--- config.mk ---
export PLATFORM = sky130hd
export DESIGN_NAME = frc_lane
export DESIGN_NICKNAME = d
export VERILOG_FILES = /design/src/rtl/core/frc_pkg.sv /design/src/rtl/core/frc_divider.sv /design/src/rtl/core/frc_lane.sv
export SDC_FILE = /design/constraint.sdc
export NUM_CORES = 1
export LEC_CHECK = 0
export ABC_AREA = 1
export BUFFER_PORTS_ARGS = -buffer_cell sky130_fd_sc_hd__buf_2
export CELL_PAD_IN_SITES_DETAIL_PLACEMENT = 1
export CELL_PAD_IN_SITES_GLOBAL_PLACEMENT = 1
export CORE_MARGIN = 3
export CORE_UTILIZATION = 48
export DETAILED_ROUTE_END_ITERATION = 8
export GPL_ROUTABILITY_DRIVEN = 0
export PLACE_DENSITY = 0.94
export SYNTH_ARGS = -nofsm -noshare
export SYNTH_HDL_FRONTEND = slang
export SYNTH_SLANG_ARGS = --single-unit
--- constraint.sdc ---
create_clock -name clk_i -period 11.2 [get_ports clk_i]
set_input_delay 0.56 -clock clk_i [delete_from_list [all_inputs] [get_ports clk_i]]
set_output_delay 0.56 -clock clk_i [all_outputs]
set_load 0.01 [all_outputs]
--- src/rtl/core/frc_pkg.sv ---
package frc_pkg;

  localparam int unsigned FieldW = 32;
  localparam int unsigned DenW = 31;

  typedef enum logic [1:0] {
    ORD_EQ = 2'd0,
    ORD_GT = 2'd1,
    ORD_LT = 2'd2
  } order_e;

  // lane result handed to the top-level multiply and compare
  typedef struct packed {
    logic        neg;
    logic [64:0] mag;
    logic [64:0] den;
  } frac_t;

endpackage

--- src/rtl/core/frc_divider.sv ---
// Restoring divider, one quotient bit per cycle.
module frc_divider #(
  parameter int unsigned W = 33
) (
  input  logic         clk_i,
  input  logic         rst_ni,
  input  logic         start_i,
  input  logic [W-1:0] dividend_i,
  input  logic [W-1:0] divisor_i,
  output logic         done_o,
  output logic [W-1:0] quot_o,
  output logic [W-1:0] rem_o
);
  localparam int unsigned CntW = $clog2(W + 1);

  logic [W-1:0]    quot_q, quot_d, rem_q, rem_d, dvs_q, dvs_d;
  logic [CntW-1:0] cnt_q, cnt_d;
  logic            busy_q, busy_d, done_q, done_d;
  logic [W:0]      trial;

  always_comb begin
    quot_d = quot_q;
    rem_d  = rem_q;
    dvs_d  = dvs_q;
    cnt_d  = cnt_q;
    busy_d = busy_q;
    done_d = 1'b0;
    trial  = {rem_q, quot_q[W-1]} - {1'b0, dvs_q};
    if (start_i) begin
      quot_d = dividend_i;
      rem_d  = '0;
      dvs_d  = divisor_i;
      cnt_d  = CntW'(W);
      busy_d = 1'b1;
    end else if (busy_q) begin
      if (trial[W]) begin
        rem_d = {rem_q[W-2:0], quot_q[W-1]};
        quot_d = {quot_q[W-2:0], 1'b0};
      end else begin
        rem_d = trial[W-1:0];
        quot_d = {quot_q[W-2:0], 1'b1};
      end
      cnt_d = cnt_q - 1'b1;
      if (cnt_q == CntW'(1)) begin
        busy_d = 1'b0;
        done_d = 1'b1;
      end
    end
  end

  always_ff @(posedge clk_i or negedge rst_ni) begin
    if (!rst_ni) begin
      busy_q <= 1'b0;
      done_q <= 1'b0;
      cnt_q  <= '0;
    end else begin
      busy_q <= busy_d;
      done_q <= done_d;
      cnt_q  <= cnt_d;
    end
  end

  always_ff @(posedge clk_i) begin
    quot_q <= quot_d;
    rem_q  <= rem_d;
    dvs_q  <= dvs_d;
  end

  assign done_o = done_q;
  assign quot_o = quot_q;
  assign rem_o  = rem_q;
endmodule

--- src/rtl/core/frc_lane.sv ---
// One fraction: gcd by repeated remainders, then two divisions, on one divider.
module frc_lane #(
  parameter int unsigned VALUE_WIDTH = 32
) (
  input  logic                   clk_i,
  input  logic                   rst_ni,
  input  logic                   start_i,
  input  logic [VALUE_WIDTH-1:0] num_i,
  input  logic [VALUE_WIDTH-1:0] den_i,
  output logic                   done_o,
  output frc_pkg::frac_t         frac_o
);
  import frc_pkg::*;

  localparam int unsigned W = VALUE_WIDTH + 1;

  typedef enum logic [4:0] {
    S_IDLE = 5'b00001,
    S_GCD  = 5'b00010,
    S_DIVN = 5'b00100,
    S_DIVD = 5'b01000,
    S_DONE = 5'b10000
  } state_e;

  state_e       state_q, state_d;
  logic [W-1:0] n_q, d_q, a_q, b_q, qn_q;
  logic         neg_q;
  logic         div_start, div_done;
  logic [W-1:0] div_a, div_b, quot, rem;
  logic [W-1:0] n_abs, d_abs;
  logic         nn, dn;
  // divider busy flag tracked here so that a step starts only once
  logic         pend_q;
  logic         gcd_go;

  assign nn = num_i[VALUE_WIDTH-1];
  assign dn = den_i[VALUE_WIDTH-1];
  assign n_abs = nn ? W'(-{1'b1, num_i}) : {1'b0, num_i};
  assign d_abs = (den_i == '0) ? W'(1) : (dn ? W'(-{1'b1, den_i}) : {1'b0, den_i});

  // start a remainder step only when none is in flight
  assign gcd_go = (state_q == S_GCD) && (b_q != '0) && !pend_q && !div_done;

  frc_divider #(.W(W)) u_div (
    .clk_i, .rst_ni,
    .start_i(div_start), .dividend_i(div_a), .divisor_i(div_b),
    .done_o(div_done), .quot_o(quot), .rem_o(rem)
  );

  always_comb begin
    state_d   = state_q;
    div_start = 1'b0;
    div_a     = a_q;
    div_b     = b_q;
    case (state_q)
      S_IDLE: if (start_i) state_d = S_GCD;
      S_GCD: begin
        // a % b until b is zero; a_q then holds the gcd
        if (b_q == '0) begin
          div_start = 1'b1;
          div_a = n_q;
          div_b = a_q;
          state_d = S_DIVN;
        end else begin
          div_start = gcd_go;
        end
      end
      S_DIVN: if (div_done) begin
        div_start = 1'b1;
        div_a = d_q;
        div_b = a_q;
        state_d = S_DIVD;
      end
      S_DIVD: if (div_done) state_d = S_DONE;
      S_DONE: state_d = S_IDLE;
      default: state_d = S_IDLE;
    endcase
  end

  always_ff @(posedge clk_i or negedge rst_ni) begin
    if (!rst_ni) begin
      state_q <= S_IDLE;
      pend_q  <= 1'b0;
    end else begin
      state_q <= state_d;
      if (state_q == S_GCD && b_q != '0) pend_q <= !div_done;
      else pend_q <= 1'b0;
    end
  end

  always_ff @(posedge clk_i) begin
    if (state_q == S_IDLE && start_i) begin
      n_q   <= n_abs;
      d_q   <= d_abs;
      a_q   <= n_abs;
      b_q   <= d_abs;
      neg_q <= (nn != (dn && den_i != '0));
    end else if (state_q == S_GCD && div_done) begin
      a_q <= b_q;
      b_q <= rem;
    end
    if (state_q == S_DIVN && div_done) qn_q <= quot;
  end

  assign done_o = (state_q == S_DONE);
  assign frac_o.neg = neg_q && (qn_q != '0);
  assign frac_o.mag = 65'(qn_q);
  assign frac_o.den = 65'(quot);
endmodule

Word-level counts from Yosys, hierarchy flattened
Cells that the tools add are included.

Logic and storage cells: 81. Output and inout bits: 132. Bits in registers: 279.

Equal/unequal tests: 11. Muxes and demuxes: 34. Add/sub/neg operators: 4. Reductions and logical operators: 18.

Operator list (number): 33-bit two-way mux (14); 33-bit one-hot mux with 2 select lines (2); 33-bit negator (2); 33-bit nonzero test (2); 34-bit by 33-bit subtractor with 34-bit output (1); 33-bit zero test (1); 32-bit zero test (1); 32-bit nonzero test (1); 5-bit two-way mux (4); 5-bit one-hot mux with 4 select lines (1); 6-bit two-way mux (2); 1-bit two-way mux (10); 1-bit logical AND (8); 6-bit by 1-bit == test with 1-bit output (second input constant) (1); 6-bit by 1-bit subtractor with 6-bit output (second input constant) (1); 5-bit by 1-bit == test with 1-bit output (second input constant) (1); 5-bit by 2-bit == test with 1-bit output (second input constant) (1); 5-bit by 3-bit == test with 1-bit output (second input constant) (1); 5-bit by 4-bit == test with 1-bit output (second input constant) (1); 5-bit == test (second input constant) (1); 2-bit by 1-bit inequality test with 1-bit output (second input constant) (2); 2-bit inequality test (second input constant) (2); 4-bit AND reduction (1); 2-bit nonzero test (2); other kinds (3) (4).

Longest topological paths before layout
Gate-level depths: netlist of the first run.

Depth after elaboration: 7. Mapped depth: 18.

Modules after synthesis
From an unflattened synthesis of the first run, not the netlist that was laid out.

Cell total of the unflattened synthesis: 2270. Area total of the unflattened synthesis: 17465.5 µm².

Modules (own cells, without submodules): frc_lane (cells each 1219, times used 1, area each 10153.5 µm²); frc_divider (cells each 1051, times used 1, area each 7312.0 µm²).

Worst setup path after synthesis of the first run
No wires, ideal clock.

Path type: register -> register. From: reg state_q[4]. To: reg a_q[0], enable pin. Data required time: 10619 ps. Arrival: 5439 ps. Setup time: 581 ps. Path buffers: 0. Stages on the path, launching flop included: 4. Period minus slack after synthesis: 6021 ps. Slack: 5179 ps. Path through: dfrtp_1 nor4_2 inv_1 o21ai_0.

Word-level cells in the longest chain between the ends: 3. Elaborated cells between the ends (all ways): 5. Classes of those cells: 2 x eq/ne; 3 x reduce/logical.

Ends and longest elaborated chain: start: declaration (RTL line frc_lane.sv:25) `state_e state_q, state_d;`; start signal: assignment (RTL line frc_lane.sv:85) `state_q <= state_d;`; 5-bit by 1-bit == test with 1-bit output / 5-bit by 2-bit == test with 1-bit output (equally long branches) (RTL line frc_lane.sv:92, frc_lane.sv:98); 1-bit logical AND (on tied branches) (RTL line frc_lane.sv:92, frc_lane.sv:98); 2-bit nonzero test (no line) *; end signal: assignment (RTL line frc_lane.sv:95) `a_q <= n_abs;`; end signal: assignment (RTL line frc_lane.sv:99) `a_q <= b_q;`; end: declaration (RTL line frc_lane.sv:26) `logic [W-1:0] n_q, d_q, a_q, b_q, qn_q;`.

Every way passes the cells marked *; elsewhere a longest branch is shown, timed or not. A chain may end at the register's enable or synchronous reset.

Worst setup path in the final report of the first run
From: reg state_q[2]. To: reg u_div.quot_q[31], in the netlist u_div.quot_o[31], enable pin.

Word-level cells in the longest chain between the ends: 7. Elaborated cells between the ends (all ways): 8. Classes of those cells: 2 x eq/ne; 2 x mux; 4 x reduce/logical.

Ends and longest elaborated chain: 5-bit by 2-bit == test with 1-bit output (RTL line frc_lane.sv:42, frc_lane.sv:55); 1-bit logical AND (3 in a row) (RTL line frc_lane.sv:42) `assign gcd_go = (state_q == S_GCD) && (b_q != '0) && !pend_q && !div_done;`; 1-bit two-way mux (RTL line frc_lane.sv:59) `if (b_q == '0) begin`; 1-bit one-hot mux with 2 select lines * (RTL line frc_lane.sv:55) `case (state_q)`; 2-bit nonzero test (no line) *; end signal: assignment (RTL line frc_divider.sv:64) `quot_q <= quot_d;`; end: declaration (RTL line frc_divider.sv:16) `logic [W-1:0] quot_q, quot_d, rem_q, rem_d, dvs_q, dvs_d;`.

Marked as above.

==> results.cfg, run 1 <==
[run_status]
status = finished, final reports clean

[pwr]
power_density_nw_per_um2 = 297.5
total_power_mw = 5.494
cellLeakagePower_nw = 8.437
vdd.ir_drop.worst_mv = 0.1445

[drt]
first_iter_violations = 2242
vias = 16500
postRouteWirelength_microns = 68200
ant_nets = 0
wl_per_cell_microns = 25.52
dr.pass1.iters = 5
vias_per_cell = 6.173
drt_drc_violations_left = 0

[run]
drv_cap = 0

[logic_synthesis]
ys_ff_latch = 279
yosysUniqueCellTypes = 52
syn_avg_cell_area_sq_um = 8.010
synthCells = 2097
synthFlopType = edfxtp_1
synth_edf_count = 232
yosys_warnings = 0
syn_area_sq_um = 16800
synth-async-reset-ratio = 0.05018
synth_common_cells = nand2_1, inv_1, edfxtp_1
netlist.area_leader.share = 0.4147
synth_most_common_cell = nand2_1
seq_area_frac_synth = 0.4750
ys_top_cells_by_area = edfxtp_1, nand2_1, inv_1, nand3_1, dfxtp_1
yosys.area.top_type = edfxtp_1

[layout]
syn2layout_area_growth_pct = 9.944
final_core_util = 0.5426
antenna_cells = 0
final_layout_size_suffix_gt1_frac = 0.1142
fin_cells = 2672
nets = 2308

[clock_network]
numCtsBuffers = 27
clk_path_buf_depth = 3
path_clk_slew_ns = 0.07
cts_tree = yes
cts_resized = 0
numClockSinks = 279
cts_setup_buffers = 0
cts_max_level = 1
clock_latency_ns = 0.57
clockRootBuffer = clkbuf_16

[sta]
tns_ns = 0
skew_ns = 0.03491
fin_crit_sh = 0.4189
worstMarginPinSlew_ns = 1.057
max_freq_ghz = 0.2132
min_period_ns = 4.691
rsz0062_at_grt = false
setup_violations = 0
max_slew_margin = 0.2950
hold_slack_ns = 0.2675
slew_violations = 0
hold_violations = 0

[global_route]
grt_use_total = 0.3632
overflow = 0
grt_pass1_wl_microns = 103400
grt_max_degree = 77
grt_pass1_vias = 17160
antenna_found_initial = 1

[setup_path]
slowest_delay_ns = 0.85
cp_common_cell = buf_4
arrival_ns = 4.85
r2r-end = u_div.quot_o[31]
rr_startpoint = state_q[2]
r2r_setup_slack_ns = 6.51
r2r_cells = 12
cp_cell_sequence = inv_2 > nand2_1 > nor4_4 > buf_4 > inv_1 > nor2_1 > nand2_1 > buf_4 > nand3_4 > buf_4 > nor2_4 > inv_2
path_class = reg -> reg
start_kind = register
slowest_stage = inv_2
worstPathMaxFanout = 76
worstSetupEndpointType = register
required_ns = 11.36

[die]
pin_count = 199
die_h_microns = 193.1
initial_core_util = 0.4935
core_sq_um = 34040
die-area_sq_um = 37280
die_w_microns = 193.1
row_count = 67

[placed_design]
io_buffers = 134
place_hpwl_microns = 44580
dp.cells = 2621

[worst_hold_path]
min_path_cells = 1
min_path_type = in -> reg
hp-start = num_i[0]
hold_end = n_q[0]
[repair_timing]
action                     CTS  global route
hold endpoints to repair    13             0
setup endpoints to repair    0             0
hold buffers                 1             0
[flip-flops by register name, indices dropped and copies added, names as in the netlist]
register      count
neg_q             1
u_div.quot_o     33
u_div.done_o      1
u_div.cnt_q       6
qn_q             33
u_div.dvs_q      33
b_q              33
pend_q            1
d_q              33
n_q              33
a_q              33
u_div.busy_q      1
state_q           5
u_div.rem_o      33
[routing by layer]
metal  GRT usage  share of wire  vias up
met5           0              0        -
met4      0.1869          0.065        0
met3     0.07033           0.11      328
met2      0.6175           0.47     1325
met1      0.4403           0.35     7922
li1            -              -     6920
[report_power, final]
group          switching, mW  internal [mW]  leakage (nW)
clock                  0.427          0.552         0.459
sequential             0.291           1.60          2.63
combinational           1.90          0.731          5.35
total                   2.62           2.88          8.44
[critical path: cells and delay by family (launching register included)]
kind / cells / cell delay [ns]
buffers and inverters: 6 / 2.71
and+or+nand+nor: 6 / 1.08
DFF: 1 / 0.42
[per-stage QoR]
stage          worst slack, ns  cell area, sq um
2_1_floorplan            5.179             17040
3_3_place_gp             7.120             17540
3_5_place_dp             6.933             17540
4_1_cts                  6.680             18470
5_1_grt                  6.445             18470
6_report                 6.509             18470
[layout make-up]
cell class	count	area (sq um)
multi-input combinational	1414	6983
sequential	279	7979
timing repair buffer	147	770.7
clock buffer	36	769.5
clock inverter	14	148.9
inverter	334	1256
tap	448	560.5
fill	4192	15570
[kinds of logic after synthesis]
kind of cell,after synthesis,share of synthesized area
AOI/OAI and AO/OA,222,0.07151
buffers and inverters,469,0.1251
adders and majority gates,38,0.02875
other,1,0.0002232
xor gates and xnor gates,66,0.03441
and+or+nand+nor,1022,0.2650
DFF,279,0.4750
[worst max path at each step]
stage	startpoint	end	slack, ns	depth (start not counted)
final	state_q[2]	u_div.quot_o[31]	6.51	12
after CTS	state_q[2]	u_div.quot_o[22]	6.68	12
after floorplan	state_q[4]	a_q[0]	5.18	3
after detailed placement	state_q[3]	u_div.quot_o[29]	6.93	12
after global placement	state_q[4]	u_div.quot_o[30]	7.12	10
after global routing	state_q[2]	u_div.quot_o[22]	6.45	12
[placed cells by master (no fill, tap or decap), types with 3 or more instances in the layout]
cell	n
ha_1	37
clkinv_1	5
clkinv_2	6
nand2_4	4
xnor2_1	22
xor2_1	44
clkbuf_1	3
conb_1	66
nand2_2	7
o31ai_1	3
o21ai_1	35
nand3_2	3
o21a_1	3
edfxtp_1	232
clkbuf_8	6
nor2_1	160
o21ai_0	111
dfxtp_1	33
nor4_1	12
bufinv_16	3
nand3_1	157
nand2_1	568
a21oi_1	27
nor3_1	14
buf_4	12
dfrtp_1	13
or2_2	6
nand3b_1	3
inv_1	308
nor2_2	5
nand4_1	68
nor3_2	4
inv_2	23
clkbuf_16	27
a31oi_1	31
buf_2	134
(Power assumes the default switching activity.)
==> run 2: changes to the inputs <==
--- a/config.mk
+++ b/config.mk
@@ -10,10 +10,10 @@
 export CELL_PAD_IN_SITES_DETAIL_PLACEMENT = 1
 export CELL_PAD_IN_SITES_GLOBAL_PLACEMENT = 1
 export CORE_MARGIN = 3
-export CORE_UTILIZATION = 48
+export CORE_UTILIZATION = 44
 export DETAILED_ROUTE_END_ITERATION = 8
 export GPL_ROUTABILITY_DRIVEN = 0
-export PLACE_DENSITY = 0.94
+export PLACE_DENSITY = 0.88
 export SYNTH_ARGS = -nofsm -noshare
 export SYNTH_HDL_FRONTEND = slang
 export SYNTH_SLANG_ARGS = --single-unit
==> constraint.sdc (replaced) <==
create_clock -name clk_i -period 4.4 [get_ports clk_i]
set_input_delay 0.22 -clock clk_i [delete_from_list [all_inputs] [get_ports clk_i]]
set_output_delay 0.22 -clock clk_i [all_outputs]
set_load 0.01 [all_outputs]
==> run 2 against run 1 <==
  * Total power is 140% higher
  * Clock skew is 0.0015 ns higher
  * Cell area is 0.47% higher
  * Global-route usage is 7.4 points lower
  * Wire length is 11% lower
  * Via count is 7.4% lower
  * Worst setup slack worse by 5.7 ns
  * Critical path depth is 3 lower
  * Clock power is 140% higher
  * Highest routed layer is now met5
==> results.cfg, run 2 (synthesis results as in run 1) <==
[drt]
routed-wl-met2_microns = 30210
wl_per_cell_microns = 22.11
first_iter_violations = 1462
routed-wl-met3_microns = 5009
wl_met1_microns = 22170
ant_nets = 0
postRouteWirelength_microns = 60470
dr.pass1.iters = 5
vias_per_cell = 5.586
top_layer = met5
vias = 15280
drt_drc_violations_left = 0

[setup_path]
slowest_delay_ns = 0.74
cp_num_buf_inv = 2
rr_startpoint = state_q[4]
worstSetupEndpointType = register
cp_common_cell = nand2_1
worstPathMaxFanout = 48
r2r_setup_slack_ns = 0.82
cp_cell_sequence = nor4_4 > buf_4 > nand3_2 > nand2_2 > inv_2 > nand2_1 > nand3_1 > nand2_1 > o21ai_1
slowest_stage = nand2_2
r2r_cells = 9
r2r-end = u_div.quot_o[0]
arrival_ns = 3.85
path_class = reg -> reg
start_kind = register
required_ns = 4.67
path_delay_family = simple AND/OR/NAND/NOR gates

[global_route]
grt_pass1_wl_microns = 92580
grt_pass1_vias = 16350
grt_max_degree = 76
antenna_found_initial = 3
overflow = 0
grt_use_total = 0.2890

[die]
row_count = 70
die_h_microns = 201.4
pin_count = 199
die_w_microns = 201.4
die-area_sq_um = 40560
core_sq_um = 37140
initial_core_util = 0.4523

[run]
drv_cap = 0

[sta]
rsz0062_at_grt = false
skew_ns = 0.03640
tns_ns = 0
max_freq_ghz = 0.2792
max_slew_margin = 0.1270
hold_violations = 0
slew_violations = 0
fin_crit_sh = 0.8140
min_period_ns = 3.582
setup_violations = 0
worstMarginPinSlew_ns = 1.309

[clock_network]
cts_tree = yes
cts_resized = 0
clk_path_buf_depth = 3
numCtsBuffers = 28
path_clk_slew_ns = 0.07
cts_max_level = 1
numClockSinks = 279
clockRootBuffer = clkbuf_16
clock_latency_ns = 0.58

[worst_hold_path]
min_path_type = in -> reg
hold_end = state_q[0]
hp-start = start_i
min_path_cells = 4

[run_status]
status = finished, final reports clean

[layout]
syn2layout_area_growth_pct = 10.47
final_layout_size_suffix_gt1_frac = 0.1117
nets = 2313
multiInputGateArea_sq_um = 6983
final_common_cell = nand2_1
layout_common_cells = nand2_1, inv_1, edfxtp_1
fillers = 4638
fin_cells = 2735
register_area_sq_um = 7979

[pwr]
total_power_mw = 13.31
vdd.ir_drop.worst_mv = 0.4019
power_density_nw_per_um2 = 717.1
cellLeakagePower_nw = 8.424

[placed_design]
dp.cells = 2680
io_buffers = 134
place_hpwl_microns = 45010
## run 2: changes by cell type in the layout (fill, tap and decap cells not counted), sizes merged
cell,change
inv,-1
clkbuf,+4
diode,+1
clkinv,-2
bufinv,-1
dlygate4sd3,+1
clkinvlp,+2
buf,+3
## run 2: metal layers
layer	GRT usage	vias to the layer above
li1	-	6924
met1	0.3390	7486
met2	0.5149	663
met3	0.05873	201
met4	0.1229	4
met5	0	-
## run 2: report_power, final
group | total [mW] | switching (mW) | internal (mW)
clock network | 2.39 | 1.06 | 1.33
registers | 4.72 | 0.671 | 4.05
logic | 6.19 | 4.32 | 1.88
## run 2: how the worst max path moves through the flow
| stage | to | from | cells after the start | slack (ns) |
|---|---|---|---|---|
| 2_1_floorplan | a_q[0] | state_q[4] | 3 | 0.16 |
| 3_3_place_gp | u_div.quot_o[0] | state_q[4] | 9 | 1.08 |
| 3_5_place_dp | u_div.quot_o[0] | state_q[2] | 11 | 0.90 |
| 4_1_cts | u_div.quot_o[0] | state_q[4] | 9 | 0.88 |
| 5_1_grt | u_div.quot_o[4] | state_q[3] | 9 | 0.58 |
| 6_report | u_div.quot_o[0] | state_q[4] | 9 | 0.82 |
## run 2: cell type report
class,count,area share
Sequential cell,279,0.4300
Multi-Input combinational cell,1414,0.3763
Inverter,334,0.06770
Timing Repair Buffer,151,0.04464
Clock buffer,40,0.04134
Tap cell,504,0.03399
Clock inverter,12,0.005866
Antenna cell,1,0.0001349
## run 2: worst min-delay path, stage by stage
cell and delay, ns:
buf_2 0.10, inv_1 0.04, nand2_1 0.09, o41ai_1 0.09
## run 2: what timing repair did
action / in CTS / in global routing
setup buffers: 0 / 0
endpoints found under the hold margin: 15 / 0
hold buffers: 2 / 0
## run 2: metrics by stage
stage | utilization | setup WS (ns) | hold WS [ns] | cell area, sq um
floorplan | - | 0.1635 | -0.07559 | 17040
global route | 0.4996 | 0.5795 | 0.03687 | 18550
global placement | 0.4755 | 1.083 | 0.1266 | 17660
CTS | 0.4996 | 0.8765 | 0.01798 | 18550
finish | 0.4997 | 0.8182 | 0.01526 | 18560
detailed placement | 0.4755 | 0.9026 | 0.1313 | 17660
